`src/sv/ptre_pkg.sv`:
```
// ----------------------------------------------------------------------------
// ptre_pkg
// Shared widths, command codes, handshake structs and small helpers of the
// print time remaining estimator.
// ----------------------------------------------------------------------------
package ptre_pkg;

	localparam int FUNC_W = 2;
	localparam int PCT_W  = 7;
	localparam int SEC_W  = 32;
	localparam int TEMP_W = 9;
	localparam int WAIT_W = 8;
	localparam int BAR_W  = 4;
	localparam int HR_W   = 16;
	localparam int MIN_W  = 6;

	localparam int DIV_W    = 40;
	localparam int DIVR_W   = 7;
	localparam int DIV_STEP = 4;
	localparam int DIV_CYC  = DIV_W / DIV_STEP;
	localparam int DCNT_W   = $clog2(DIV_CYC);
	localparam int WSEC_W   = WAIT_W + 6;
	localparam int PROD_W   = SEC_W + PCT_W;

	localparam logic [FUNC_W-1:0] FUNC_UPDATE = 2'd0;
	localparam logic [FUNC_W-1:0] FUNC_START  = 2'd1;
	localparam logic [FUNC_W-1:0] FUNC_FINISH = 2'd2;

	localparam logic [PCT_W-1:0]  PCT_FULL    = 7'd100;
	localparam logic [PCT_W-1:0]  PCT_HALF    = 7'd50;
	localparam logic [DIVR_W-1:0] SEC_PER_MIN = 7'd60;
	localparam logic [DIVR_W-1:0] DIVR_ONE    = 7'd1;
	localparam logic [WAIT_W-1:0] WAIT_RESET  = 8'd1;
	localparam logic [BAR_W-1:0]  BAR_FULL    = 4'd10;
	localparam logic [HR_W-1:0]   HOURS_MAX   = 16'hffff;

	typedef struct packed {
		logic              changed;
		logic [PCT_W-1:0]  shown;
		logic              tvalid;
		logic              split;
		logic              known;
		logic [SEC_W-1:0]  elapsed;
		logic [SEC_W-1:0]  span;
		logic [PCT_W-1:0]  factor;
		logic [PCT_W-1:0]  gain;
	} job_t;

	typedef struct packed {
		logic              start;
		logic [DIV_W-1:0]  dividend;
		logic [DIVR_W-1:0] divisor;
	} div_req_t;

	typedef struct packed {
		logic              done;
		logic [DIV_W-1:0]  quot;
		logic [DIVR_W-1:0] rem;
	} div_rsp_t;

	// floor(v/5) for v up to 50, as (v*13)>>6
	function automatic logic [BAR_W-1:0] fifth(input logic [PCT_W-1:0] v);
		logic [PCT_W+3:0] p;
		p = (PCT_W+4)'(v) * (PCT_W+4)'(13);
		return p[BAR_W+5:6];
	endfunction

	function automatic logic [BAR_W-1:0] bar_first(input logic [PCT_W-1:0] v);
		return (v <= PCT_HALF) ? fifth(v) : BAR_FULL;
	endfunction

	function automatic logic [BAR_W-1:0] bar_second(input logic [PCT_W-1:0] v);
		return (v > PCT_HALF) ? fifth(v - PCT_HALF) : '0;
	endfunction

	function automatic logic [HR_W-1:0] sat_hours(input logic [DIV_W-1:0] q);
		return (|q[DIV_W-1:HR_W]) ? HOURS_MAX : q[HR_W-1:0];
	endfunction

endpackage

```
`src/sv/ptre_ifs.sv`:
```
// ----------------------------------------------------------------------------
// ptre channel interfaces
// Valid/ready channels for update items, result items and the wait register.
// ----------------------------------------------------------------------------
interface ptre_req_if import ptre_pkg::*; ();
	logic              valid;
	logic              ready;
	logic [FUNC_W-1:0] func;
	logic [PCT_W-1:0]  percent_done;
	logic [SEC_W-1:0]  elapsed_seconds;
	logic [TEMP_W-1:0] heater_temp;
	logic [TEMP_W-1:0] heater_target;
	logic              refresh_times;

	modport source (output valid, func, percent_done, elapsed_seconds, heater_temp,
		heater_target, refresh_times, input ready);
	modport sink (input valid, func, percent_done, elapsed_seconds, heater_temp,
		heater_target, refresh_times, output ready);
endinterface

interface ptre_rsp_if import ptre_pkg::*; ();
	logic              valid;
	logic              ready;
	logic              progress_changed;
	logic [PCT_W-1:0]  percent_shown;
	logic [BAR_W-1:0]  bar_first_half;
	logic [BAR_W-1:0]  bar_second_half;
	logic              times_valid;
	logic [HR_W-1:0]   elapsed_hours;
	logic [MIN_W-1:0]  elapsed_minutes;
	logic              remaining_known;
	logic [HR_W-1:0]   remaining_hours;
	logic [MIN_W-1:0]  remaining_minutes;

	modport source (output valid, progress_changed, percent_shown, bar_first_half,
		bar_second_half, times_valid, elapsed_hours, elapsed_minutes, remaining_known,
		remaining_hours, remaining_minutes, input ready);
	modport sink (input valid, progress_changed, percent_shown, bar_first_half,
		bar_second_half, times_valid, elapsed_hours, elapsed_minutes, remaining_known,
		remaining_hours, remaining_minutes, output ready);
endinterface

interface ptre_cfg_if import ptre_pkg::*; ();
	logic              valid;
	logic              ready;
	logic [WAIT_W-1:0] wait_minutes;

	modport source (output valid, wait_minutes, input ready);
	modport sink (input valid, wait_minutes, output ready);
endinterface

```
`src/sv/ptre_div.sv`:
```
// ----------------------------------------------------------------------------
// ptre_div
// Shared restoring divider, 40-bit dividend by 7-bit divisor, four quotient
// bits per cycle.
// ----------------------------------------------------------------------------
module ptre_div import ptre_pkg::*; (
	input  logic     clk,
	input  logic     arst_n,
	input  div_req_t req,
	output div_rsp_t rsp
);

	logic [DIV_W-1:0]  acc_q;
	logic [DIVR_W-1:0] rem_q;
	logic [DIVR_W-1:0] div_q;
	logic [DCNT_W-1:0] cnt_q;
	logic              busy_q;
	logic              done_q;

	logic [DIV_W-1:0]  acc_nx;
	logic [DIVR_W-1:0] rem_nx;
	logic [DIVR_W:0]   trial;

	always_comb begin
		acc_nx = acc_q;
		rem_nx = rem_q;
		trial  = '0;
		for (int i = 0; i < DIV_STEP; i++) begin
			trial  = {rem_nx, acc_nx[DIV_W-1]};
			acc_nx = {acc_nx[DIV_W-2:0], 1'b0};
			if (trial >= {1'b0, div_q}) begin
				rem_nx    = DIVR_W'(trial - {1'b0, div_q});
				acc_nx[0] = 1'b1;
			end else begin
				rem_nx = trial[DIVR_W-1:0];
			end
		end
	end

	always_ff @(posedge clk or negedge arst_n) begin
		if (!arst_n) begin
			acc_q  <= '0;
			rem_q  <= '0;
			div_q  <= DIVR_ONE;
			cnt_q  <= '0;
			busy_q <= 1'b0;
			done_q <= 1'b0;
		end else if (req.start) begin
			acc_q  <= req.dividend;
			rem_q  <= '0;
			div_q  <= req.divisor;
			cnt_q  <= DCNT_W'(DIV_CYC - 1);
			busy_q <= 1'b1;
			done_q <= 1'b0;
		end else if (busy_q) begin
			acc_q  <= acc_nx;
			rem_q  <= rem_nx;
			cnt_q  <= cnt_q - 1'b1;
			busy_q <= (cnt_q != '0);
			done_q <= (cnt_q == '0);
		end else begin
			done_q <= 1'b0;
		end
	end

	assign rsp.done = done_q;
	assign rsp.quot = acc_q;
	assign rsp.rem  = rem_q;

	a_rem_below_divisor: assert property (@(posedge clk) disable iff (!arst_n)
		done_q |-> rem_q < div_q)
		else $error("divider remainder not below divisor");

endmodule

```
`src/sv/ptre_track.sv`:
```
// ----------------------------------------------------------------------------
// ptre_track
// Job phase tracking, baseline capture and wait register; turns an accepted
// item into the work for the sequencer.
// ----------------------------------------------------------------------------
module ptre_track import ptre_pkg::*; (
	input  logic              clk,
	input  logic              arst_n,
	input  logic              accept,
	input  logic [FUNC_W-1:0] func,
	input  logic [PCT_W-1:0]  percent_done,
	input  logic [SEC_W-1:0]  elapsed_seconds,
	input  logic [TEMP_W-1:0] heater_temp,
	input  logic [TEMP_W-1:0] heater_target,
	input  logic              refresh_times,
	input  logic              cfg_we,
	input  logic [WAIT_W-1:0] cfg_wait,
	output job_t              job
);

	typedef enum logic [1:0] {
		PH_IDLE,
		PH_HEATING,
		PH_WAITING,
		PH_ESTIMATING
	} phase_t;

	phase_t            phase_q;
	logic [PCT_W-1:0]  last_pct_q;
	logic [SEC_W-1:0]  base_sec_q;
	logic [PCT_W-1:0]  base_pct_q;
	logic [WAIT_W-1:0] wait_q;

	logic [PCT_W-1:0]  pct;
	logic              is_upd;
	logic [SEC_W-1:0]  since;
	logic [WSEC_W-1:0] wait_sec;

	always_comb begin
		pct      = (percent_done > PCT_FULL) ? PCT_FULL : percent_done;
		is_upd   = (func == FUNC_UPDATE);
		since    = elapsed_seconds - base_sec_q;
		wait_sec = WSEC_W'(wait_q) * WSEC_W'(SEC_PER_MIN);

		job.changed = is_upd && (pct != last_pct_q);
		job.shown   = is_upd ? pct : last_pct_q;
		job.tvalid  = (func == FUNC_START) || (is_upd && refresh_times);
		job.split   = is_upd && refresh_times;
		job.known   = is_upd && refresh_times && (phase_q == PH_ESTIMATING);
		job.elapsed = elapsed_seconds;
		job.span    = (elapsed_seconds > base_sec_q) ? since : '0;
		job.gain    = (pct > base_pct_q) ? (pct - base_pct_q) : '0;
		job.factor  = (job.gain == '0) ? '0 : (PCT_FULL - job.gain);
	end

	always_ff @(posedge clk or negedge arst_n) begin
		if (!arst_n) begin
			phase_q    <= PH_IDLE;
			last_pct_q <= '0;
			base_sec_q <= '0;
			base_pct_q <= '0;
			wait_q     <= WAIT_RESET;
		end else begin
			if (cfg_we) begin
				wait_q <= cfg_wait;
			end
			if (accept) begin
				unique case (func)
					FUNC_START: begin
						phase_q <= PH_HEATING;
					end
					FUNC_FINISH: begin
						phase_q <= PH_IDLE;
					end
					FUNC_UPDATE: begin
						last_pct_q <= pct;
						if (refresh_times) begin
							unique case (phase_q)
								PH_HEATING: begin
									if (heater_temp >= heater_target) begin
										phase_q    <= PH_WAITING;
										base_sec_q <= elapsed_seconds;
										base_pct_q <= pct;
									end
								end
								PH_WAITING: begin
									if (since >= SEC_W'(wait_sec)) begin
										phase_q <= PH_ESTIMATING;
									end
								end
								default: begin
								end
							endcase
						end
					end
					default: begin
					end
				endcase
			end
		end
	end

endmodule

```
`src/sv/ptre_seq.sv`:
```
// ----------------------------------------------------------------------------
// ptre_seq
// Sequencer around the shared divider: hour/minute splits, the remaining
// time extrapolation, and the result register.
// ----------------------------------------------------------------------------
module ptre_seq import ptre_pkg::*; (
	input  logic          clk,
	input  logic          arst_n,
	input  logic          accept,
	input  job_t          job,
	output logic          ready,
	ptre_rsp_if.source    rsp
);

	typedef enum logic [1:0] {
		S_IDLE,
		S_DIV,
		S_MUL,
		S_DONE
	} state_t;

	typedef enum logic [2:0] {
		OP_EMIN,
		OP_EHR,
		OP_REM,
		OP_RMIN,
		OP_RHR
	} op_t;

	state_t           state_q;
	op_t              op_q;
	job_t             job_q;
	div_req_t         dreq_q;
	div_rsp_t         drsp;
	logic [HR_W-1:0]  eh_q;
	logic [MIN_W-1:0] em_q;
	logic [HR_W-1:0]  rh_q;
	logic [MIN_W-1:0] rm_q;
	logic [PROD_W-1:0] prod;

	function automatic div_req_t mk_req(input logic [DIV_W-1:0] a,
		input logic [DIVR_W-1:0] b);
		div_req_t r;
		r.start    = 1'b1;
		r.dividend = a;
		r.divisor  = b;
		return r;
	endfunction

	ptre_div u_div (
		.clk    (clk),
		.arst_n (arst_n),
		.req    (dreq_q),
		.rsp    (drsp)
	);

	assign ready = (state_q == S_IDLE);
	assign prod  = PROD_W'(job_q.span) * PROD_W'(job_q.factor);

	always_ff @(posedge clk or negedge arst_n) begin
		if (!arst_n) begin
			state_q               <= S_IDLE;
			op_q                  <= OP_EMIN;
			job_q                 <= '0;
			dreq_q                <= '0;
			eh_q                  <= '0;
			em_q                  <= '0;
			rh_q                  <= '0;
			rm_q                  <= '0;
			rsp.valid             <= 1'b0;
			rsp.progress_changed  <= 1'b0;
			rsp.percent_shown     <= '0;
			rsp.bar_first_half    <= '0;
			rsp.bar_second_half   <= '0;
			rsp.times_valid       <= 1'b0;
			rsp.elapsed_hours     <= '0;
			rsp.elapsed_minutes   <= '0;
			rsp.remaining_known   <= 1'b0;
			rsp.remaining_hours   <= '0;
			rsp.remaining_minutes <= '0;
		end else begin
			// start pulse lasts one cycle, no new request can follow it directly
			if (dreq_q.start) begin
				dreq_q.start <= 1'b0;
			end
			if (rsp.ready && state_q != S_DONE) begin
				rsp.valid <= 1'b0;
			end
			unique case (state_q)
				S_IDLE: begin
					if (accept) begin
						job_q <= job;
						eh_q  <= '0;
						em_q  <= '0;
						rh_q  <= '0;
						rm_q  <= '0;
						if (job.split) begin
							op_q    <= OP_EMIN;
							dreq_q  <= mk_req(DIV_W'(job.elapsed), SEC_PER_MIN);
							state_q <= S_DIV;
						end else begin
							state_q <= S_DONE;
						end
					end
				end
				S_DIV: begin
					if (drsp.done) begin
						unique case (op_q)
							OP_EMIN: begin
								op_q   <= OP_EHR;
								dreq_q <= mk_req(drsp.quot, SEC_PER_MIN);
							end
							OP_EHR: begin
								eh_q    <= sat_hours(drsp.quot);
								em_q    <= MIN_W'(drsp.rem);
								state_q <= job_q.known ? S_MUL : S_DONE;
							end
							OP_REM: begin
								op_q   <= OP_RMIN;
								dreq_q <= mk_req(drsp.quot, SEC_PER_MIN);
							end
							OP_RMIN: begin
								op_q   <= OP_RHR;
								dreq_q <= mk_req(drsp.quot, SEC_PER_MIN);
							end
							OP_RHR: begin
								rh_q    <= sat_hours(drsp.quot);
								rm_q    <= MIN_W'(drsp.rem);
								state_q <= S_DONE;
							end
							default: begin
								state_q <= S_DONE;
							end
						endcase
					end
				end
				S_MUL: begin
					op_q    <= OP_REM;
					dreq_q  <= mk_req(DIV_W'(prod),
						(job_q.gain == '0) ? DIVR_ONE : job_q.gain);
					state_q <= S_DIV;
				end
				S_DONE: begin
					if (!rsp.valid || rsp.ready) begin
						rsp.valid             <= 1'b1;
						rsp.progress_changed  <= job_q.changed;
						rsp.percent_shown     <= job_q.shown;
						rsp.bar_first_half    <= bar_first(job_q.shown);
						rsp.bar_second_half   <= bar_second(job_q.shown);
						rsp.times_valid       <= job_q.tvalid;
						rsp.elapsed_hours     <= eh_q;
						rsp.elapsed_minutes   <= em_q;
						rsp.remaining_known   <= job_q.known;
						rsp.remaining_hours   <= rh_q;
						rsp.remaining_minutes <= rm_q;
						state_q               <= S_IDLE;
					end
				end
				default: begin
					state_q <= S_IDLE;
				end
			endcase
		end
	end

	a_busy_after_accept: assert property (@(posedge clk) disable iff (!arst_n)
		accept |=> state_q != S_IDLE)
		else $error("sequencer idle right after an accepted item");

	a_div_done_when_waiting: assert property (@(posedge clk) disable iff (!arst_n)
		drsp.done |-> state_q == S_DIV)
		else $error("divider finished outside a divide step");

	a_no_times_zeroed: assert property (@(posedge clk) disable iff (!arst_n)
		rsp.valid && !rsp.times_valid |-> rsp.elapsed_hours == '0 &&
		rsp.elapsed_minutes == '0 && !rsp.remaining_known)
		else $error("time fields set without times_valid");

	a_no_estimate_zeroed: assert property (@(posedge clk) disable iff (!arst_n)
		rsp.valid && !rsp.remaining_known |-> rsp.remaining_hours == '0 &&
		rsp.remaining_minutes == '0)
		else $error("remaining fields set without an estimate");

endmodule

```
`src/sv/print_time_remaining_estimator.sv`:
```
// ----------------------------------------------------------------------------
// print_time_remaining_estimator
// Tracks a job's phase and estimates its remaining time in hours and minutes.
//
// req carries one command item (update, start or finish); rsp returns exactly
// one result item per command; cfg writes the wait time in minutes and is
// always ready. The user must write cfg only while no item is in flight;
// the block itself does not enforce this. An item is taken only while the
// sequencer is idle. Its work runs on one shared divider (four quotient
// bits per cycle). Start, finish or an update without refresh needs no
// divide; an update with refresh runs two divides (elapsed split); an
// update with refresh while estimating adds one multiply, one divide by
// progress and two more divides for the remaining split.
// A new item is taken as soon as its predecessor sits in the result
// register, so a stalled receiver holds only that register; the next
// result waits in the sequencer until it is taken.
// After reset the phase is idle, percent and baseline are zero and the wait
// time is one minute.
// ----------------------------------------------------------------------------
module print_time_remaining_estimator import ptre_pkg::*; (
	input  logic       clk,
	input  logic       arst_n,
	ptre_req_if.sink   req,
	ptre_rsp_if.source rsp,
	ptre_cfg_if.sink   cfg
);

	logic accept;
	logic seq_ready;
	job_t job;

	assign req.ready = seq_ready;
	assign cfg.ready = 1'b1;
	assign accept    = req.valid && seq_ready;

	ptre_track u_track (
		.clk             (clk),
		.arst_n          (arst_n),
		.accept          (accept),
		.func            (req.func),
		.percent_done    (req.percent_done),
		.elapsed_seconds (req.elapsed_seconds),
		.heater_temp     (req.heater_temp),
		.heater_target   (req.heater_target),
		.refresh_times   (req.refresh_times),
		.cfg_we          (cfg.valid),
		.cfg_wait        (cfg.wait_minutes),
		.job             (job)
	);

	ptre_seq u_seq (
		.clk    (clk),
		.arst_n (arst_n),
		.accept (accept),
		.job    (job),
		.ready  (seq_ready),
		.rsp    (rsp)
	);

endmodule

```
`src/flat_wrapper.sv`:
```
// flat-port wrapper written by rule: the top's interface ports become plain ports
module print_time_remaining_estimator_flat import ptre_pkg::*;
  (clk, arst_n, req_valid, req_func, req_percent_done, req_elapsed_seconds, req_heater_temp, req_heater_target, req_refresh_times, req_ready, rsp_valid, rsp_progress_changed, rsp_percent_shown, rsp_bar_first_half, rsp_bar_second_half, rsp_times_valid, rsp_elapsed_hours, rsp_elapsed_minutes, rsp_remaining_known, rsp_remaining_hours, rsp_remaining_minutes, rsp_ready, cfg_valid, cfg_wait_minutes, cfg_ready);
  ptre_req_if req_i ();
  ptre_rsp_if rsp_i ();
  ptre_cfg_if cfg_i ();
  input  logic clk;
  input  logic arst_n;
  input wire logic [$bits(req_i.valid)-1:0] req_valid;
  input wire logic [$bits(req_i.func)-1:0] req_func;
  input wire logic [$bits(req_i.percent_done)-1:0] req_percent_done;
  input wire logic [$bits(req_i.elapsed_seconds)-1:0] req_elapsed_seconds;
  input wire logic [$bits(req_i.heater_temp)-1:0] req_heater_temp;
  input wire logic [$bits(req_i.heater_target)-1:0] req_heater_target;
  input wire logic [$bits(req_i.refresh_times)-1:0] req_refresh_times;
  output wire logic [$bits(req_i.ready)-1:0] req_ready;
  output wire logic [$bits(rsp_i.valid)-1:0] rsp_valid;
  output wire logic [$bits(rsp_i.progress_changed)-1:0] rsp_progress_changed;
  output wire logic [$bits(rsp_i.percent_shown)-1:0] rsp_percent_shown;
  output wire logic [$bits(rsp_i.bar_first_half)-1:0] rsp_bar_first_half;
  output wire logic [$bits(rsp_i.bar_second_half)-1:0] rsp_bar_second_half;
  output wire logic [$bits(rsp_i.times_valid)-1:0] rsp_times_valid;
  output wire logic [$bits(rsp_i.elapsed_hours)-1:0] rsp_elapsed_hours;
  output wire logic [$bits(rsp_i.elapsed_minutes)-1:0] rsp_elapsed_minutes;
  output wire logic [$bits(rsp_i.remaining_known)-1:0] rsp_remaining_known;
  output wire logic [$bits(rsp_i.remaining_hours)-1:0] rsp_remaining_hours;
  output wire logic [$bits(rsp_i.remaining_minutes)-1:0] rsp_remaining_minutes;
  input wire logic [$bits(rsp_i.ready)-1:0] rsp_ready;
  input wire logic [$bits(cfg_i.valid)-1:0] cfg_valid;
  input wire logic [$bits(cfg_i.wait_minutes)-1:0] cfg_wait_minutes;
  output wire logic [$bits(cfg_i.ready)-1:0] cfg_ready;
  assign req_i.valid = req_valid;
  assign req_i.func = req_func;
  assign req_i.percent_done = req_percent_done;
  assign req_i.elapsed_seconds = req_elapsed_seconds;
  assign req_i.heater_temp = req_heater_temp;
  assign req_i.heater_target = req_heater_target;
  assign req_i.refresh_times = req_refresh_times;
  assign req_ready = req_i.ready;
  assign rsp_valid = rsp_i.valid;
  assign rsp_progress_changed = rsp_i.progress_changed;
  assign rsp_percent_shown = rsp_i.percent_shown;
  assign rsp_bar_first_half = rsp_i.bar_first_half;
  assign rsp_bar_second_half = rsp_i.bar_second_half;
  assign rsp_times_valid = rsp_i.times_valid;
  assign rsp_elapsed_hours = rsp_i.elapsed_hours;
  assign rsp_elapsed_minutes = rsp_i.elapsed_minutes;
  assign rsp_remaining_known = rsp_i.remaining_known;
  assign rsp_remaining_hours = rsp_i.remaining_hours;
  assign rsp_remaining_minutes = rsp_i.remaining_minutes;
  assign rsp_i.ready = rsp_ready;
  assign cfg_i.valid = cfg_valid;
  assign cfg_i.wait_minutes = cfg_wait_minutes;
  assign cfg_ready = cfg_i.ready;
  print_time_remaining_estimator u_core (.clk(clk), .arst_n(arst_n), .req(req_i), .rsp(rsp_i), .cfg(cfg_i));
endmodule
```
`config.mk`:
```
export PLATFORM = sky130hd
export DESIGN_NAME = print_time_remaining_estimator_flat
export DESIGN_NICKNAME = d
export VERILOG_FILES = /design/src/sv/ptre_pkg.sv /design/src/sv/ptre_ifs.sv /design/src/sv/ptre_div.sv /design/src/sv/ptre_track.sv /design/src/sv/ptre_seq.sv /design/src/sv/print_time_remaining_estimator.sv /design/src/flat_wrapper.sv
export SDC_FILE = /design/constraint.sdc
export NUM_CORES = 1
export LEC_CHECK = 0
export ABC_AREA = 1
export BUFFER_PORTS_ARGS = -buffer_cell sky130_fd_sc_hd__buf_4
export CORE_ASPECT_RATIO = 0.8
export CORE_MARGIN = 2
export CORE_UTILIZATION = 64
export CTS_CLUSTER_DIAMETER = 150
export DETAILED_ROUTE_END_ITERATION = 7
export PLACE_DENSITY = 0.83
export SLEW_MARGIN = 5
export SYNTH_ARGS = -nofsm -noshare
export SYNTH_HDL_FRONTEND = slang
export SYNTH_HIERARCHICAL = 1
export SYNTH_SLANG_ARGS = --single-unit
```
`constraint.sdc`:
```
create_clock -name clk -period 7.3 [get_ports clk]
set_clock_uncertainty 0.1 [all_clocks]
set_input_delay 1.46 -clock clk [delete_from_list [all_inputs] [get_ports clk]]
set_output_delay 1.46 -clock clk [all_outputs]
set_load 0.01 [all_outputs]
```
==> results list <==
- The number of global-route vias before repair was 24,565.
* Post-synthesis sequential area ratio: 0.285
- Counting the buffers created by CTS gives 35.
- Counting the fill cells in the layout gives 3,682.
- The number of antenna violations at the first check in global routing was 0.
- For this run, the leading register cell type out of synthesis is sky130_fd_sc_hd__dfrtp_1.
* Clock tree from TritonCTS: done
- After the last flow step, the layout net total stands at 4,500.
- The cell sitting at the root of the clock tree is a sky130_fd_sc_hd__clkbuf_16.
- In the global route stage, overall resource usage came out at 0.333.
- Startpoint Class: register
- Leaving out fill and tap cells, the most frequent cell in the layout is sky130_fd_sc_hd__nand2_1.
- Clock Latency Late Sink: roughly 0.56 ns
- Entering global routing, the biggest net connects approximately 120 pins.
* Actual transition at the worst max-transition pin: 1.20 ns
* Area of the die: 0.0473 mm²
- Based on the critical path, the design can be clocked at up to 149 MHz.
* Max transition margin: 0.199
- At the worst endpoint, the required time is approximately 7.7 ns.
- Critical-path cell with the highest stage delay: sky130_fd_sc_hd__dfstp_2
* Placement Rows: 69
* Max Cap Violations: 0
- Measured along the y axis, the die boundary spans 195 µm.
- Setup slack, reg-to-reg: 0.60 ns
* Destination of the worst hold path: u_core/u_seq/u_div/acc_q[32]$_DFFE_PN0P_
- After layout, the minimum clock period comes to 6.70 ns.
- Drt total wl: 77,600 µm
* Final weighted congestion in routability-driven placement: 0.994
- Longest individual stage delay on the worst path: ~0.57 ns
- Commonest non-fill, non-tap cells in the layout: 1,228 x sky130_fd_sc_hd__nand2_1, 801 x sky130_fd_sc_hd__inv_1, 330 x sky130_fd_sc_hd__dfrtp_1
- The share of synthesized area in the top cell type comes to 0.283.
- After synthesis, the mean cell area works out to 7.26 µm².
* Fraction of the core area covered by cells at the end of the flow: 0.706
- Count of state elements after synthesis: approximately 330
* Global-route wire length before repair: 127,000 µm
- After synthesis, the share of flip-flops with an asynchronous set or reset is 1.00.
* DRT antenna net count: 0
* Arr. time, crit path: 7.05 ns
* Number of instances in the synthesized netlist: around 4,000
- The clock passes through at most 3 buffers.
- The cell family contributing the most delay on the critical path is simple AND/OR/NAND/NOR gates.
- CP max FO: 10
- Diode count: 0
- Buffers placed on the I/O ports in this run total 136.
* H-Tree Level Count: 2
- Distinct cell type count of the synthesized netlist: 63
- Using the TritonRoute via totals, the vias-per-cell ratio works out to between 5 and 6.
- Final Max Tran Viols: 0
- Counting instances, the worst hold path has a depth of 2.
* Tcrit/Tclk final: 0.918
- For this block, the initial DRC count from the detailed router was 2,415.
* Synth-to-Final Area Change: 8.18%
- Worst hold start: u_core/u_seq/dreq_q[39]$_DFFE_PN0P_
* Number of endpoints failing setup at the final stage: 0
- In the final timing run, aggregate negative setup slack is 0 ns.
- The total overflow left after global routing is 0.
- DIE WIDTH: 243 µm
- Initial core utilization: 0.653
- Hold repair after CTS inserted 0 buffers.
- Worst Hold Slack: 0.366 ns
- Count of final hold-check violations: 0
- Total vias in the final route: roughly 25,000
- In the routed design, unresolved DRC markers number 0.
- Clock transition at the registers of the reported paths: 0.06 ns
* Worst Setup End Kind: register
- Number of search-and-repair iterations in the first detailed-routing pass: 6
* Post-detail-place hpwl: 59,300 µm
- For this run, the number of Yosys warnings is 6.
- Start-to-end type of the worst setup path: register to register
- 138 I/O pins were placed.
* Worst path bufs/invs: 6
- The cell that appears most often on the critical path is sky130_fd_sc_hd__nand2_1.
- Endpoint of the worst-slack reg-to-reg timing path: u_core/u_seq/u_div/rem_q[0]$_DFFE_PN0P_
- Avg WL per Cell: 16.6 µm
* Placeable Area: 0.0447 mm²
- Post-synthesis cell type with the largest combined area: sky130_fd_sc_hd__dfrtp_1
- Clock net sink count: ~330
- Reg-to-Reg Start: u_core/u_seq/u_div/div_q[0]$_DFFE_PN1P_
- Fraction of layout instances using a drive strength above 1: 0.0891
- Leading post-synthesis cells by cell area: sky130_fd_sc_hd__dfrtp_1 28%, sky130_fd_sc_hd__nand2_1 16%, sky130_fd_sc_hd__fa_1 12%
* Reg2Reg Depth: 42
* Number of nets produced by synthesis: 4,466
- Path category of the worst min-delay check: register to register
- Cell area after synthesis: just under 0.03 mm²
- The flow ran to the end, and the final reports show no timing, DRC or antenna violations.
- The synthesized design contains 0 enable-type register cells.
-- area by class of cell --
type,instances,area (µm²),area share
clock inverter,11,176,0.00559
multi-input combinational,2698,17000,0.539
tap,603,754,0.0239
sequential,332,8310,0.263
inverter,816,3060,0.0970
clock buffer,47,961,0.0304
timing repair buffer,171,1290,0.0410
-- how the worst max path moves through the flow --
stage,startpoint,endpoint,slack (ns),cells past startpoint
global route,u_core/u_seq/u_div/div_q[0]$_DFFE_PN1P_,u_core/u_seq/u_div/rem_q[4]$_DFFE_PN0P_,-0.01,42
floorplan,u_core/u_seq/u_div/div_q[0]$_DFFE_PN1P_,u_core/u_seq/u_div/rem_q[1]$_DFFE_PN0P_,1.15,42
finish,u_core/u_seq/u_div/div_q[0]$_DFFE_PN1P_,u_core/u_seq/u_div/rem_q[0]$_DFFE_PN0P_,0.60,42
global placement,u_core/u_seq/u_div/div_q[0]$_DFFE_PN1P_,u_core/u_seq/u_div/rem_q[0]$_DFFE_PN0P_,0.37,42
CTS,u_core/u_seq/u_div/div_q[0]$_DFFE_PN1P_,u_core/u_seq/u_div/rem_q[0]$_DFFE_PN0P_,0.28,40
detailed placement,u_core/u_seq/u_div/div_q[0]$_DFFE_PN1P_,u_core/u_seq/u_div/rem_q[0]$_DFFE_PN0P_,0.32,40
-- registers in the layout, indices dropped and copies added, names as in the netlist, 7 cells and up --
signal and cells:
u_core/u_track/base_pct_q 7, u_core/u_seq/eh_q 16, u_core/u_seq/rsp.elapsed_hours 16, u_core/u_seq/dreq_q 48, u_core/u_seq/job_q 56, u_core/u_seq/rh_q 16
u_core/u_track/base_sec_q 32, u_core/u_track/wait_q 8, u_core/u_seq/u_div/rem_q 7, u_core/u_seq/rsp.percent_shown 7, u_core/u_seq/u_div/div_q 7, u_core/u_seq/u_div/acc_q 40
u_core/u_track/last_pct_q 7, u_core/u_seq/rsp.remaining_hours 16
-- timing repair --
item                                    in CTS  in global routing
endpoints found under the setup margin       0                  8
buffers inserted                             0                 10
gates resized for setup                      0                 12
-- worst min-delay path: cells and delay by family (launching register included) --
kind / cells / cell delay (ns)
AO/OA/AOI/OAI: 1 / 0.06
flip-flops: 1 / 0.34
AND/OR/NAND/NOR: 1 / 0.05
-- kinds of logic (layout without fill, tap and decap cells) --
group                      after synthesis  in the layout  share of synthesized area
xor gates and xnor gates                52             52                     0.0156
adders and majority gates              373            373                      0.205
other                                    1              1                   0.000129
buffers and inverters                  990           1045                      0.134
muxes                                   48             48                     0.0185
and+or+nand+nor                       1744           1744                      0.246
DFF                                    332            332                      0.285
AOI/OAI and AO/OA                      480            480                     0.0956
-- through the flow --
step / setup slack (ns) / std cells / cell area, µm²
2_1_floorplan: 1.15 / 4020 / 29200
3_3_place_gp: 0.369 / 4610 / 30300
3_5_place_dp: 0.316 / 4610 / 30300
4_1_cts: 0.285 / 4668 / 31400
5_1_grt: -0.0114 / 4678 / 31600
6_report: 0.597 / 4678 / 31600
-- routing by layer --
metal  global-route usage  vias up  part of all wire
met2                0.515     1040              0.43
met1                0.470    11915              0.43
met4                0.121        0             0.040
met3               0.0623      163             0.095
li1                     -    12356                 -
met5                    0        -                 0
-- Yosys cell counts (6+ instances only) --
master                     count
sky130_fd_sc_hd__o21ai_0     179
sky130_fd_sc_hd__o21ai_1       6
sky130_fd_sc_hd__fa_1        174
sky130_fd_sc_hd__o21a_1        7
sky130_fd_sc_hd__a22oi_1      14
sky130_fd_sc_hd__inv_2        14
sky130_fd_sc_hd__or2_2         6
sky130_fd_sc_hd__nand3b_1      9
sky130_fd_sc_hd__xnor2_1      17
sky130_fd_sc_hd__nand4_1      26
sky130_fd_sc_hd__nand2_2      18
sky130_fd_sc_hd__inv_1       801
sky130_fd_sc_hd__buf_2        18
sky130_fd_sc_hd__o221ai_1     29
sky130_fd_sc_hd__mux2_2       48
sky130_fd_sc_hd__o21bai_1      9
sky130_fd_sc_hd__nor4_1        7
sky130_fd_sc_hd__buf_4        37
sky130_fd_sc_hd__o211ai_1     11
sky130_fd_sc_hd__nor2_1      232
sky130_fd_sc_hd__nand3_1     150
sky130_fd_sc_hd__clkbuf_1    107
sky130_fd_sc_hd__nor2_2       15
sky130_fd_sc_hd__ha_1        199
sky130_fd_sc_hd__a21oi_1     178
sky130_fd_sc_hd__nand2_1    1230
sky130_fd_sc_hd__dfrtp_1     330
sky130_fd_sc_hd__buf_1         7
sky130_fd_sc_hd__nor3_1       21
sky130_fd_sc_hd__xor2_1       35
sky130_fd_sc_hd__a21o_1        9
Power is not shown: default switching activity piles up to over one toggle a cycle in this logic, so the estimate is an artifact.
